<file path="src/rtl/sid_pkg.sv">
// Shared types and defaults for the descending insertion sorter.
// No dependencies; every other file of the block uses this package.
`default_nettype none

package sid_pkg;

  // Port payload width, fixed by the channel definition
  localparam int FIELD_W     = 32;
  // Defaults for the top-level parameters
  localparam int DEPTH_DEF   = 32;
  localparam int KEY_W_DEF   = 32;

  // Controller -> datapath commands
  typedef struct packed {
    logic insert;  // write the incoming key into its sorted slot
    logic drop;    // store full: discard key, mark overflow
    logic pop;     // move head key into the output register, shift up
  } sid_cmd_t;

  // Datapath -> controller status
  typedef struct packed {
    logic full;      // store holds DEPTH keys
    logic last_one;  // exactly one key left
    logic out_free;  // output register can take a new item this cycle
    logic dropped;   // a key of the current set was discarded
  } sid_stat_t;

endpackage

`default_nettype wire

</file>
<file path="src/rtl/sid_ifs.sv">
// Valid/ready channel interfaces for the sorter: key input and sorted output.
// Payload widths come from sid_pkg.
`default_nettype none

interface sid_in_if;
  logic                        valid;
  logic                        ready;
  logic [sid_pkg::FIELD_W-1:0] key_value;
  logic                        end_of_set;

  modport source (output valid, key_value, end_of_set, input ready);
  modport sink   (input valid, key_value, end_of_set, output ready);
endinterface

interface sid_out_if;
  logic                        valid;
  logic                        ready;
  logic [sid_pkg::FIELD_W-1:0] sorted_key;
  logic                        last_out;
  logic                        overflow;

  modport source (output valid, sorted_key, last_out, overflow, input ready);
  modport sink   (input valid, sorted_key, last_out, overflow, output ready);
endinterface

`default_nettype wire

</file>
<file path="src/rtl/sid_datapath.sv">
// Sorted key store (row of compare/shift cells), fill count, overflow flag
// and output register. Driven by sid_ctrl commands; uses sid_pkg types.
`default_nettype none

module sid_datapath #(
  parameter int DEPTH = sid_pkg::DEPTH_DEF,
  parameter int KEY_W = sid_pkg::KEY_W_DEF
) (
  input  wire logic                        clk,
  input  wire logic                        rst_n,
  input  wire logic [sid_pkg::FIELD_W-1:0] key_in,
  input  wire sid_pkg::sid_cmd_t           cmd,
  output sid_pkg::sid_stat_t               stat,
  sid_out_if.source                        out_ch
);

  localparam int CW = $clog2(DEPTH + 1);

  logic [KEY_W-1:0] entry_r   [DEPTH];
  logic [KEY_W-1:0] entry_nxt [DEPTH];
  logic [CW-1:0]    fill_r, fill_nxt;
  logic             dropped_r, dropped_nxt;
  logic             out_valid_r;
  logic [sid_pkg::FIELD_W-1:0] out_key_r;
  logic             out_last_r, out_ovf_r;
  logic [KEY_W-1:0] key;
  logic [DEPTH-1:0] keep;  // held key stays: valid and new key <= it

  // low KEY_W bits of the port field, zero-extended when KEY_W is wider
  assign key = KEY_W'({{KEY_W{1'b0}}, key_in});

  always_comb begin
    for (int i = 0; i < DEPTH; i++) begin
      keep[i] = (CW'(i) < fill_r) && ($signed(key) <= $signed(entry_r[i]));
    end
  end

  always_comb begin
    for (int i = 0; i < DEPTH; i++) begin
      entry_nxt[i] = entry_r[i];
      if (cmd.insert) begin
        if (keep[i]) begin
          entry_nxt[i] = entry_r[i];
        end else if (i == 0) begin
          entry_nxt[i] = key;
        end else if (keep[i-1]) begin
          entry_nxt[i] = key;
        end else begin
          entry_nxt[i] = entry_r[i-1];
        end
      end else if (cmd.pop && i < DEPTH - 1) begin
        entry_nxt[i] = entry_r[i+1];
      end
    end
  end

  always_comb begin
    fill_nxt    = fill_r;
    dropped_nxt = dropped_r;
    if (cmd.insert) fill_nxt = fill_r + CW'(1);
    if (cmd.drop)   dropped_nxt = 1'b1;
    if (cmd.pop) begin
      fill_nxt = fill_r - CW'(1);
      if (stat.last_one) dropped_nxt = 1'b0;
    end
  end

  always_ff @(posedge clk) begin
    for (int i = 0; i < DEPTH; i++) begin
      entry_r[i] <= entry_nxt[i];
    end
  end

  always_ff @(posedge clk) begin
    if (!rst_n) begin
      fill_r      <= '0;
      dropped_r   <= 1'b0;
      out_valid_r <= 1'b0;
    end else begin
      fill_r    <= fill_nxt;
      dropped_r <= dropped_nxt;
      if (cmd.pop) begin
        out_valid_r <= 1'b1;
      end else if (out_ch.ready) begin
        out_valid_r <= 1'b0;
      end
    end
  end

  always_ff @(posedge clk) begin
    if (cmd.pop) begin
      out_key_r  <= sid_pkg::FIELD_W'({{sid_pkg::FIELD_W{1'b0}}, entry_r[0]});
      out_last_r <= stat.last_one;
      out_ovf_r  <= dropped_r;
    end
  end

  assign stat.full     = (fill_r == CW'(DEPTH));
  assign stat.last_one = (fill_r == CW'(1));
  assign stat.out_free = !out_valid_r || out_ch.ready;
  assign stat.dropped  = dropped_r;

  assign out_ch.valid      = out_valid_r;
  assign out_ch.sorted_key = out_key_r;
  assign out_ch.last_out   = out_last_r;
  assign out_ch.overflow   = out_ovf_r;

endmodule

`default_nettype wire

</file>
<file path="src/rtl/sid_ctrl.sv">
// Sequencer for the sorter: accepts keys, then drains the store on end of set.
// Talks to sid_datapath through sid_pkg command/status structs.
`default_nettype none

module sid_ctrl (
  input  wire logic               clk,
  input  wire logic               rst_n,
  input  wire logic               in_valid,
  input  wire logic               in_last,
  output logic                    in_ready,
  input  wire sid_pkg::sid_stat_t stat,
  output sid_pkg::sid_cmd_t       cmd
);

  localparam logic ST_IDLE = 1'b0;
  localparam logic ST_EMIT = 1'b1;

  logic state_r, state_nxt;
  logic take;

  assign in_ready = (state_r == ST_IDLE);
  assign take     = in_valid && in_ready;

  always_comb begin
    state_nxt  = state_r;
    cmd.insert = 1'b0;
    cmd.drop   = 1'b0;
    cmd.pop    = 1'b0;
    unique case (state_r)
      ST_IDLE: begin
        cmd.insert = take && !stat.full;
        cmd.drop   = take && stat.full;
        if (take && in_last) state_nxt = ST_EMIT;
      end
      ST_EMIT: begin
        cmd.pop = stat.out_free;
        if (stat.out_free && stat.last_one) state_nxt = ST_IDLE;
      end
      default: state_nxt = ST_IDLE;
    endcase
  end

  always_ff @(posedge clk) begin
    if (!rst_n) begin
      state_r <= ST_IDLE;
    end else begin
      state_r <= state_nxt;
    end
  end

endmodule

`default_nettype wire

</file>
<file path="src/rtl/sorted_insert_descending_core.sv">
// Top level of the descending insertion sorter: sid_ctrl plus sid_datapath.
// Depends on sid_pkg and the channel interfaces in sid_ifs.sv.
`default_nettype none

// Channel   Dir  Handshake      Payload
// in_ch     in   valid/ready    key_value[31:0] signed, end_of_set
// out_ch    out  valid/ready    sorted_key[31:0] signed, last_out, overflow
//
// Insert: one key per cycle outside the drain; every cell compares against the new key in
//   parallel and shifts down in the same cycle.
// Emit: after the end_of_set key, keys leave one per cycle while out_ready
//   is high, through the output register; input is held off until the last
//   key has left the store, then keys are taken while the final item waits.
// Reset clears the fill count, overflow flag, output valid and the sequencer;
//   key storage is not cleared. out_ready low just pauses the drain.

module sorted_insert_descending_core #(
  parameter int DEPTH = sid_pkg::DEPTH_DEF,  // keys held, 2..64
  parameter int KEY_W = sid_pkg::KEY_W_DEF   // stored key width, 8..64
) (
  input  wire logic clk,
  input  wire logic rst_n,
  sid_in_if.sink    in_ch,
  sid_out_if.source out_ch
);

  sid_pkg::sid_cmd_t  cmd;
  sid_pkg::sid_stat_t stat;

  // sequencer: accept phase / drain phase
  sid_ctrl u_ctrl (
    .clk      (clk),
    .rst_n    (rst_n),
    .in_valid (in_ch.valid),
    .in_last  (in_ch.end_of_set),
    .in_ready (in_ch.ready),
    .stat     (stat),
    .cmd      (cmd)
  );

  // cell row, counters and output register
  sid_datapath #(
    .DEPTH (DEPTH),
    .KEY_W (KEY_W)
  ) u_dp (
    .clk    (clk),
    .rst_n  (rst_n),
    .key_in (in_ch.key_value),
    .cmd    (cmd),
    .stat   (stat),
    .out_ch (out_ch)
  );

  // Popping the final key must present a last item next cycle.
  a_last_pop: assert property (@(posedge clk) disable iff (!rst_n)
    cmd.pop && stat.last_one |=> out_ch.valid && out_ch.last_out)
    else $error("final pop did not produce a last item");

  // A key taken while full must leave the overflow flag set.
  a_drop_flag: assert property (@(posedge clk) disable iff (!rst_n)
    in_ch.valid && in_ch.ready && stat.full |=> stat.dropped)
    else $error("dropped key not flagged");

  // While a non-final item of a set is pending, no new key may be taken.
  a_no_take_mid_set: assert property (@(posedge clk) disable iff (!rst_n)
    out_ch.valid && !out_ch.last_out |-> !in_ch.ready)
    else $error("input accepted during drain");

  // Insert, drop and pop are mutually exclusive.
  a_cmd_excl: assert property (@(posedge clk) disable iff (!rst_n)
    $countones({cmd.insert, cmd.drop, cmd.pop}) <= 1)
    else $error("conflicting datapath commands");

endmodule

`default_nettype wire
</file>
<file path="src/flat_wrapper.sv">
// flat-port wrapper written by rule: the top's interface ports become plain ports
module sorted_insert_descending_core_flat 
#(
  parameter int DEPTH = sid_pkg::DEPTH_DEF,                     
  parameter int KEY_W = sid_pkg::KEY_W_DEF                             
)
  (clk, rst_n, in_ch_valid, in_ch_key_value, in_ch_end_of_set, in_ch_ready, out_ch_valid, out_ch_sorted_key, out_ch_last_out, out_ch_overflow, out_ch_ready);
  sid_in_if in_ch_i ();
  sid_out_if out_ch_i ();
  input  wire logic clk;
  input  wire logic rst_n;
  input wire logic [$bits(in_ch_i.valid)-1:0] in_ch_valid;
  input wire logic [$bits(in_ch_i.key_value)-1:0] in_ch_key_value;
  input wire logic [$bits(in_ch_i.end_of_set)-1:0] in_ch_end_of_set;
  output wire logic [$bits(in_ch_i.ready)-1:0] in_ch_ready;
  output wire logic [$bits(out_ch_i.valid)-1:0] out_ch_valid;
  output wire logic [$bits(out_ch_i.sorted_key)-1:0] out_ch_sorted_key;
  output wire logic [$bits(out_ch_i.last_out)-1:0] out_ch_last_out;
  output wire logic [$bits(out_ch_i.overflow)-1:0] out_ch_overflow;
  input wire logic [$bits(out_ch_i.ready)-1:0] out_ch_ready;
  assign in_ch_i.valid = in_ch_valid;
  assign in_ch_i.key_value = in_ch_key_value;
  assign in_ch_i.end_of_set = in_ch_end_of_set;
  assign in_ch_ready = in_ch_i.ready;
  assign out_ch_valid = out_ch_i.valid;
  assign out_ch_sorted_key = out_ch_i.sorted_key;
  assign out_ch_last_out = out_ch_i.last_out;
  assign out_ch_overflow = out_ch_i.overflow;
  assign out_ch_i.ready = out_ch_ready;
  sorted_insert_descending_core #(.DEPTH(DEPTH), .KEY_W(KEY_W)) u_core (.clk(clk), .rst_n(rst_n), .in_ch(in_ch_i), .out_ch(out_ch_i));
endmodule
</file>
<file path="config.mk">
export PLATFORM = sky130hd
export DESIGN_NAME = sorted_insert_descending_core_flat
export DESIGN_NICKNAME = d
export VERILOG_FILES = /design/src/rtl/sid_pkg.sv /design/src/rtl/sid_ifs.sv /design/src/rtl/sid_datapath.sv /design/src/rtl/sid_ctrl.sv /design/src/rtl/sorted_insert_descending_core.sv /design/src/flat_wrapper.sv
export SDC_FILE = /design/constraint.sdc
export NUM_CORES = 2
export LEC_CHECK = 0
export BUFFER_PORTS_ARGS = -buffer_cell sky130_fd_sc_hd__buf_4
export CORE_ASPECT_RATIO = 0.75
export CORE_UTILIZATION = 50
export DETAILED_ROUTE_END_ITERATION = 8
export HOLD_SLACK_MARGIN = 0.02
export PLACE_DENSITY = 0.65
export SYNTH_ARGS = -nofsm -noshare
export SYNTH_HDL_FRONTEND = slang
export SYNTH_HIERARCHICAL = 1
export SYNTH_SLANG_ARGS = --single-unit
</file>
<file path="constraint.sdc">
create_clock -name clk -period 7.4 [get_ports clk]
set_clock_uncertainty 0.15 [all_clocks]
set_input_delay 1.48 -clock clk [delete_from_list [all_inputs] [get_ports clk]]
set_output_delay 1.48 -clock clk [all_outputs]
set_load 0.01 [all_outputs]
</file>
# Yosys cells after proc, flatten, opt, wreduce, memory -nomap -nowiden
# Memory sizes are Yosys's and may differ from the RTL's.
# Cells that the tools add are included.
[op_classes]
n_addsub = 2
order_cmp = 64
n_eq_ne = 2
muxes = 138
bitwise = 1
n_reduce_logical = 42
[op_table]
columns = ["operator", "count"]
rows = [
  ["$mux W32", 126],
  ["$le A32 B32 Y1", 32],
  ["$lt A5 B6 Y1 const A", 16],
  ["$lt A4 B6 Y1 const A", 8],
  ["$logic_and A1 B1 Y1", 37],
  ["$lt A3 B6 Y1 const A", 4],
  ["$lt A1 B6 Y1 const A", 2],
  ["$lt A2 B6 Y1 const A", 2],
  ["$mux W6", 2],
  ["$mux W1", 8],
  ["$add A6 B1 Y6 const B", 1],
  ["$eq A6 B1 Y1 const B", 1],
  ["$eq A6 B6 Y1 const B", 1],
  ["$sub A6 B1 Y6 const B", 1],
  ["$reduce_bool A2 Y1", 2],
  ["$logic_not A1 Y1", 2],
  ["$mux W2", 1],
  ["$pmux W1 S2", 1],
  ["$logic_or A1 B1 Y1", 1],
  ["$not A1 Y1", 1],
]
[totals]
ff_bits = 43
mem_bits_rw = 1024
inputBits = 37
output_inout_bits = 36
elab_cells = 257
mem_count = 1
[memory_table]
columns = ["memory", "depth", "word_bits", "rd", "rd_clocked_by_memory_dff", "write_ports", "line_no", "text"]
rows = [
  ["u_core.u_dp.entry_r", 32, 32, 32, 0, 32, "sid_datapath.sv:19", "logic [KEY_W-1:0] entry_r [DEPTH];"],
]

# Depth between registers and ports, before layout
[depth]
ltp_word = 7
depth_mapped = 14
mapped_depth_nobuf = 10

# Hierarchy
# The synthesis kept the hierarchy.
[modules_own_cells]
columns = ["module", "instances", "cells_each", "area_per_inst_um2", "seq_area_each_um2"]
rows = [
  ["sid_datapath", 1, 7618, 75545.0, 31930.6],
  ["sid_ctrl", 1, 8, 62.6, 20.0],
]

# Worst setup path after synthesis
# OpenSTA, ideal clock, no wires.
[synth_path]
path_kind = "input-to-reg"
from = "in in_ch_key_value[0]"
to = "mem u_core/u_dp/entry_r[1][384] (netlist bit), enable pin"
setup_time_ps = 432
arrival_time_ps = 5817
required_ps = 6818
setup_slack_ps = 1001
stages = 13
path_buffers = 3
path_cell_list = "clkbuf_1 -> clkbuf_1 -> inv_1 -> ha_1 -> nor2b_1 -> o211ai_1 -> a2111o_1 -> o211ai_1 -> a211oi_1 -> o21ai_1 -> clkbuf_1 -> inv_1 -> a21oi_1"
[synth_rtl]
columns = ["item", "line_no", "text"]
rows = [
  ["from (decl)", "flat_wrapper.sv:13", "input wire logic [$bits(in_ch_i.key_value)-1:0] in_ch_key_value;"],
  ["to (decl)", "sid_datapath.sv:19", ""],
]

==> impl_metrics.toml <==
[die]
die_w_um = 451
rows = 123
die_area_mm2 = 0.1528
io_pins = 73
core_area_mm2 = 0.1501
chipHeight_um = 338.8
start_util_pct = 50.38

[route]
ant_nets = 0
dr_total_vias = 66650
drcViolationCount = 22
via_per_inst = 6.947
first_iter_violations = 11230
first_pass_iters = 9
wirelength_um = 275400
wl_per_cell_um = 28.71

[power]
p_per_area_mw_per_mm2 = 309.5
p_leak_nw = 35.06
peakVddDrop_uv = 255.9
total_power_mw = 25.45

[logic_synthesis]
avgSynthCellArea_um2 = 9.915
syn_nets = 8689
syn_area_mm2 = 0.07560
synthCells = 7625
yosys_warnings = 6

[place]
place_congestion = 0.9440
dp.final_hpwl_um = 191400
port_buffers = 72

[setup_path]
slowest_delay_ns = 0.84
cp_top_family = "buffers and inverters"
start_kind = "register"
crit_path_frequent_cell = "buf_4"
r2r_cells = 9
crit_type = "register to register"
cp_cell_sequence = "nor2_1, nand2_1, nor3b_1, nor3b_2, buf_4, buf_12, buf_4, a41oi_4, buf_4"
crit_arrival_ns = 5.25
r2r-end = "u_core/u_dp/entry_r[1][120]"
r2r_slack_ns = 2.40
crit_path_end_kind = "register"
crit_buf_inv = 4
crit_fanout = 205
cp_slowest_cell = "nor3b_1"
rr_startpoint = "u_core/u_dp/fill_r[2]"
required_ns = 7.65

[sta]
rsz0062_at_grt = "no"
setup-tns-final_ns = 0
fin_crit_sh_pct = 67.56
fmax_mhz = 200.0
setup_viol = 0
hold_viol = 0
tightest_slew_ns = 1.312
timing.final.max_slew_violations = 0
layout_min_cycle_time_ns = 5.000
maxSlewHeadroom_pct = 12.23

[global_route]
grt_max_degree = 212
gr-total-overflow = 0
grt_pass1_wl_um = 397100
antenna_found_initial = 6
grtUsageMet3_pct = 9.653
grt_util_all_layers_pct = 34.63
use_met2_pct = 44.05
grt_pass1_vias = 59950
top_usage_layer = "met1"
grt_use_met1_pct = 54.97

[run_status]
status = "complete, but fails checks"
violations = "DRC"

[hold_path]
hold_start = "u_core/u_dp/dropped_r"
hold_end = "u_core/u_dp/out_ch.overflow"
hold_path_class = "register to register"
hold_depth = 0

[cells_and_area]
fill_cells = 13050
area_growth_pct = 8.765
layout_commonest_cell = "edfxtp_1"
drive_gt1_share_pct = 6.984
nets = 8556
final_cell_mix = "1058 x edfxtp_1, 1043 x inv_1, 1027 x ha_1, 900 x nand3_1, 806 x o221ai_1"

[cts]
numCtsBuffers = 115
tritoncts = "done"
clkSlewWorstSetupHoldPaths_ns = 0.06
h-tree-depth = 3
cts_hold_buf = 0
root_buffer = "clkbuf_16"
cts-resized-gates = 0
post-cts-setup-buffers = 0
clkLatencyLatePin_ns = 0.77
clkSinkCount = 1067
clock_path_buffers = 3

[run]
cap_violations = 0
-- sequential cells by signal, summed over array words and instances (netlist names) --
| signal | cells |
|---|---|
| u_core/u_dp/dropped_r | 1 |
| u_core/u_dp/fill_r | 6 |
| u_core/u_dp/out_ch.overflow | 1 |
| u_core/u_ctrl/state_r | 1 |
| u_core/u_dp/entry_r | 1024 |
| u_core/u_dp/out_ch.sorted_key | 32 |
| u_core/u_dp/out_ch.valid | 1 |
| u_core/u_dp/out_ch.last_out | 1 |
-- per-layer routing --
layer	up-vias	routed length, µm
met5	-	33
met4	4	10070
met3	522	43440
met2	4931	103000
met1	32050	118900
li1	29140	-
-- through the flow --
stage / setup slack, ns / hold slack, ns / std cells / utilization [%] / area [µm²]
after global placement: 1.864 / 0.2639 / 9375 / 52.27 / 78440
after floorplan: 1.001 / 0.2529 / 7625 / - / 75600
final: 2.400 / 0.2871 / 9594 / 54.80 / 82230
after global routing: 2.275 / 0.3001 / 9590 / 54.79 / 82220
after CTS: 2.520 / 0.2912 / 9589 / 54.79 / 82210
after detailed placement: 1.797 / 0.2736 / 9375 / 52.27 / 78440
-- how the worst max path moves through the flow --
stage,from,endpoint,slack [ns],cells after the start
after global placement,in_ch_key_value[14],u_core/u_dp/entry_r[0][164],1.86,14
after floorplan,in_ch_key_value[0],u_core/u_dp/entry_r[1][384],1.00,13
after global routing,in_ch_key_value[0],u_core/u_dp/entry_r[0][288],2.27,13
final,u_core/u_dp/fill_r[2],u_core/u_dp/entry_r[1][120],2.40,9
after CTS,u_core/u_dp/fill_r[2],u_core/u_dp/entry_r[0][69],2.52,9
after detailed placement,in_ch_key_value[0],u_core/u_dp/entry_r[1][280],1.80,13
-- power by group --
part | switching, mW | leakage [nW] | internal, mW
sequential | 1.23 | 10.4 | 8.92
combinational | 6.06 | 22.8 | 3.19
clock | 2.63 | 1.86 | 3.43
total | 9.92 | 35.1 | 15.5
-- final cells by class --
type                       count  area [µm²]  share of cell area (%)
multi-input combinational   5019       38040                   46.26
sequential                  1067       31950                   38.86
inverter                    1044        3919                   4.766
clock buffer                 139        2999                   3.647
tap                         2000        2502                   3.043
timing repair buffer         245        2027                   2.465
clock inverter                75       777.0                  0.9449
antenna                        5       12.51                 0.01522
Note: power is estimated with default switching activity, not from simulation.
